`src/keyed_count_hash_table_assert.svh`:
```
// ----------------------------------------------------------------------------
// Assertion macros for the keyed count hash table
// Implication forms for keyed_count_hash_table, which checks its own logic.
// ----------------------------------------------------------------------------
`ifndef KEYED_COUNT_HASH_TABLE_ASSERT_SVH
`define KEYED_COUNT_HASH_TABLE_ASSERT_SVH

// Consequent must hold in the same cycle as the antecedent.
`define KCHT_ASSERT_HOLDS(lbl, ante, cons, msg) \
  lbl: assert property (@(posedge clk) disable iff (!rst_n) (ante) |-> (cons)) \
    else $error(msg);

// Consequent must hold in the cycle after the antecedent.
`define KCHT_ASSERT_NEXT(lbl, ante, cons, msg) \
  lbl: assert property (@(posedge clk) disable iff (!rst_n) (ante) |=> (cons)) \
    else $error(msg);

`endif

```
`src/kcht_ram.sv`:
```
// ----------------------------------------------------------------------------
// kcht_ram
// Simple dual-port RAM: one write port, one read port, registered read data.
// ----------------------------------------------------------------------------
module kcht_ram #(
  parameter int WIDTH = 63,
  parameter int DEPTH = 64
) (
  input  logic                     clk,
  input  logic                     we,
  input  logic [$clog2(DEPTH)-1:0] waddr,
  input  logic [WIDTH-1:0]         wdata,
  input  logic                     re,
  input  logic [$clog2(DEPTH)-1:0] raddr,
  output logic [WIDTH-1:0]         rdata
);

  logic [WIDTH-1:0] mem [DEPTH];

  always_ff @(posedge clk) begin
    if (we) begin
      mem[waddr] <= wdata;
    end
    if (re) begin
      rdata <= mem[raddr];
    end
  end

endmodule

```
`config.mk`:
```
export PLATFORM = sky130hd
export DESIGN_NAME = kcht_ram
export DESIGN_NICKNAME = d
export VERILOG_FILES = /design/src/keyed_count_hash_table_assert.svh /design/src/kcht_ram.sv
export SDC_FILE = /design/constraint.sdc
export NUM_CORES = 2
export LEC_CHECK = 0
export BUFFER_PORTS_ARGS = -buffer_cell sky130_fd_sc_hd__buf_4
export CAP_MARGIN = 20
export CORE_ASPECT_RATIO = 2
export CORE_MARGIN = 3
export CORE_UTILIZATION = 45
export DETAILED_ROUTE_END_ITERATION = 7
export GPL_TIMING_DRIVEN = 1
export PLACE_DENSITY = 0.62
export SLEW_MARGIN = 0
export SYNTH_ARGS = -nofsm -noshare
export SYNTH_HDL_FRONTEND = slang
export SYNTH_SLANG_ARGS = --single-unit
```
`constraint.sdc`:
```
create_clock -name clk -period 8.27 [get_ports clk]
set_clock_uncertainty 0.1 [all_clocks]
set_input_delay 1.654 -clock clk [delete_from_list [all_inputs] [get_ports clk]]
set_output_delay 1.654 -clock clk [all_outputs]
set_load 0.1 [all_outputs]
```
==> results.py <==
metrics = {
    "final_layout": {
        "final_common_cell": "edfxtp_1",
        "layout-drive-gt1-share_pct": 26.3,
        "syn2layout_area_growth_pct": 11.5,
        "nFillCells": 26399,
        "final_cell_mix": "edfxtp_1, mux4_2, buf_4, clkbuf_16, o22ai_1",
        "final_nets": 6949,
        "final_area_um2": 172000,
    },
    "sta": {
        "fin_ws_ns": 3.16,
        "drv_slew": 0,
        "tns_ns": 0,
        "min_period_ns": 5.11,
        "relSlewSlack_pct": 20.1,
        "setup_viol": 0,
        "fmax_mhz": 196,
        "rsz0062_at_grt": "false",
        "tightest_slew_ns": 1.20,
        "period_share_pct": 61.8,
        "hold_violations": 0,
    },
    "floorplanning": {
        "die_w_um": 420,
        "coreArea_um2": 340000,
        "pin_count": 141,
        "die_area_um2": 350000,
        "start_util_pct": 45.2,
        "die_y_um": 833,
        "rows": 303,
    },
    "yosys": {
        "ys_warn_count": 0,
        "synth-seq-cells": 4095,
        "syn_nets": 6633,
        "synthDistinctLibCells": 33,
        "synth_area_leaders": "edfxtp_1, mux4_2, o22ai_1",
        "synth_area_per_cell_um2": 23.5,
        "yosysTopAreaCellShare_pct": 79.9,
        "synthCells": 6555,
        "yosysTopAreaCell": "edfxtp_1",
        "yosysSeqAreaShare_pct": 79.9,
        "synth_area_um2": 154000,
    },
    "clock_tree": {
        "clkTransAtPathRegs_ns": 0.07,
        "cts_resized": 0,
        "cts-hold-fix-buffers": 0,
        "clkLatencyLatePin_ns": 0.94,
        "cts_sinks": 4095,
        "cts-root-buf": "clkbuf_16",
        "cts_tree": "done",
        "numCtsBuffers": 330,
        "cts_setup_buffers": 0,
        "clockBufferDepth": 4,
        "cts_max_level": 5,
    },
    "global_route": {
        "grt_antenna_before_repair": 28,
        "grt_max_degree": 124,
        "grt_pass1_vias": 76621,
        "grt_pass1_wl_um": 632000,
        "grt-ovfl-total": 0,
        "grt_use_total_pct": 26.4,
    },
    "worst_setup_path": {
        "required_ns": 8.94,
        "reg2regPathDepth": 5,
        "worst_path_most_repeated_cell": "buf_4",
        "start_kind": "primary input",
        "crit_fanout": 55,
        "r2r-start": "mem[44][62]$_DFFE_PP_",
        "endpoint": "rdata[34]$_DFFE_PP_",
        "worst_setup_path_end_kind": "flip-flop",
        "crit_slowest_cell": "nor4_1",
        "r2r_slack_ns": 5.88,
        "crit_path_cell_trace": "buf_8 > buf_4 > or3_4 > buf_4 > o22ai_1 > nor4_1 > o22a_1",
        "startpoint": "raddr[2]",
        "r2r-end": "rdata[62]$_DFFE_PP_",
        "max_stage_delay_ns": 0.86,
        "worstPathArrival_ns": 5.78,
        "criticalPathCategory": "primary input to flip-flop",
    },
    "routing": {
        "ant_nets": 0,
        "drc": 0,
        "drt-total-wl_um": 461000,
        "wire_per_inst_um": 40.0,
        "dr_total_vias": 75375,
        "drt-initial-drc-count": 9507,
        "dr.pass1.iters": 6,
        "via_per_inst": 6.53,
    },
    "pwr": {
        "cell_internal_pwr_mw": 32.2,
        "power_leakage_nw": 52.3,
        "comb_power_share_pct": 5.3,
        "p_switching_mw": 8.82,
        "power.density_nw_per_um2": 239,
        "pwr-share-seq_pct": 56.4,
        "switching_share_pct": 21.5,
        "p_clk_share_pct": 38.3,
        "ir_worst_vdd_uv": 161,
    },
    "flow_run": {
        "drv_cap": 0,
    },
    "run_status": {
        "status": "finished clean",
    },
    "placement": {
        "hpwl_um": 255000,
        "place_area_um2": 161000,
        "port_buffers": 140,
        "place_ws_ns": 2.32,
        "routabilityCongestion": 0.806,
    },
    "hold_path": {
        "hp-class": "flip-flop to flip-flop",
    },
}
registers in the layout (all words and copies together), names as in the netlist:
name and count:
mem 4032, rdata 63
stage by stage:
stage / power, mW / hold WS [ns] / cells / utilization, %
3_5_place_dp: 25.8 / 0.771 / 10961 / 47.3
3_3_place_gp: 25.7 / 0.752 / 10960 / 47.3
2_1_floorplan: 24.8 / 0.673 / 6555 / -
6_report: 41.0 / 0.773 / 11547 / 50.4
5_1_grt: 42.0 / 0.822 / 11537 / 50.4
4_1_cts: 41.2 / 0.792 / 11536 / 50.4
cells by family (layout without fill, tap and decap cells):
family / count (synthesis) / in the layout / share of synthesized area (%)
compound gates: 612 / 612 / 2.80
buf+inv: 381 / 940 / 1.22
other cells: 0 / 11 / 0
mux: 1067 / 1067 / 14.8
flops: 4095 / 4095 / 79.9
simple gates: 400 / 400 / 1.32
cells in the mapped netlist, drive strengths merged:
cell type / n
edfxtp: 4095
mux4: 963
o22ai: 299
buf: 217
clkbuf: 164
nor2: 126
mux2i: 104
a211oi: 103
nor2b: 87
o221ai: 63
nor3: 55
nor4: 53
o22a: 53
a22oi: 50
nand3: 27
nand2: 23
a21oi: 14
nand2b: 12
a31oi: 10
o211a: 10
o21ai: 10
or2: 6
and2: 3
nand3b: 2
nand4: 2
or3: 2
nand4b: 1
or3b: 1
power groups by stage:
| stage | logic [mW] | registers, mW | clock network (mW) |
|---|---|---|---|
| 2_1_floorplan | 1.05 | 23.7 | 0 |
| 3_3_place_gp | 2.17 | 23.6 | 0 |
| 3_5_place_dp | 2.20 | 23.6 | 0 |
| 4_1_cts | 2.20 | 23.1 | 15.9 |
| 5_1_grt | 2.28 | 23.1 | 16.6 |
| 6_report | 2.18 | 23.1 | 15.7 |
routing by layer:
layer | wire (µm) | GRT usage, %
met5 | 226 | 0
met4 | 27200 | 13.2
met3 | 38300 | 4.68
met1 | 153000 | 31.0
met2 | 243000 | 46.5
worst min path at each step:
stage	slack (ns)	from	endpoint	cells after the start
detailed placement	0.77	mem[1][41]$_DFFE_PP_	rdata[41]$_DFFE_PP_	5
global placement	0.75	mem[1][41]$_DFFE_PP_	rdata[41]$_DFFE_PP_	5
floorplan	0.67	mem[1][11]$_DFFE_PP_	rdata[11]$_DFFE_PP_	5
finish	0.77	mem[1][41]$_DFFE_PP_	rdata[41]$_DFFE_PP_	5
global route	0.82	mem[1][41]$_DFFE_PP_	rdata[41]$_DFFE_PP_	5
CTS	0.79	mem[1][41]$_DFFE_PP_	rdata[41]$_DFFE_PP_	5
worst max-delay path, delay by kind of cell:
family / cells / cell delay, ns
and+or+nand+nor: 2 / 1.48
buffers and inverters: 3 / 1.80
AOI/OAI and AO/OA: 2 / 0.47
final cells by class:
class | instances | area, µm² | share of cell area, %
Sequential cell | 4095 | 123000 | 71.7
Clock buffer | 390 | 8670 | 5.06
Tap cell | 4422 | 5530 | 3.22
Clock inverter | 185 | 1700 | 0.988
Antenna cell | 11 | 27.5 | 0.0160
Multi-Input combinational cell | 2079 | 29700 | 17.3
Timing Repair Buffer | 365 | 3010 | 1.76
Power figures use the tool's default switching activity.
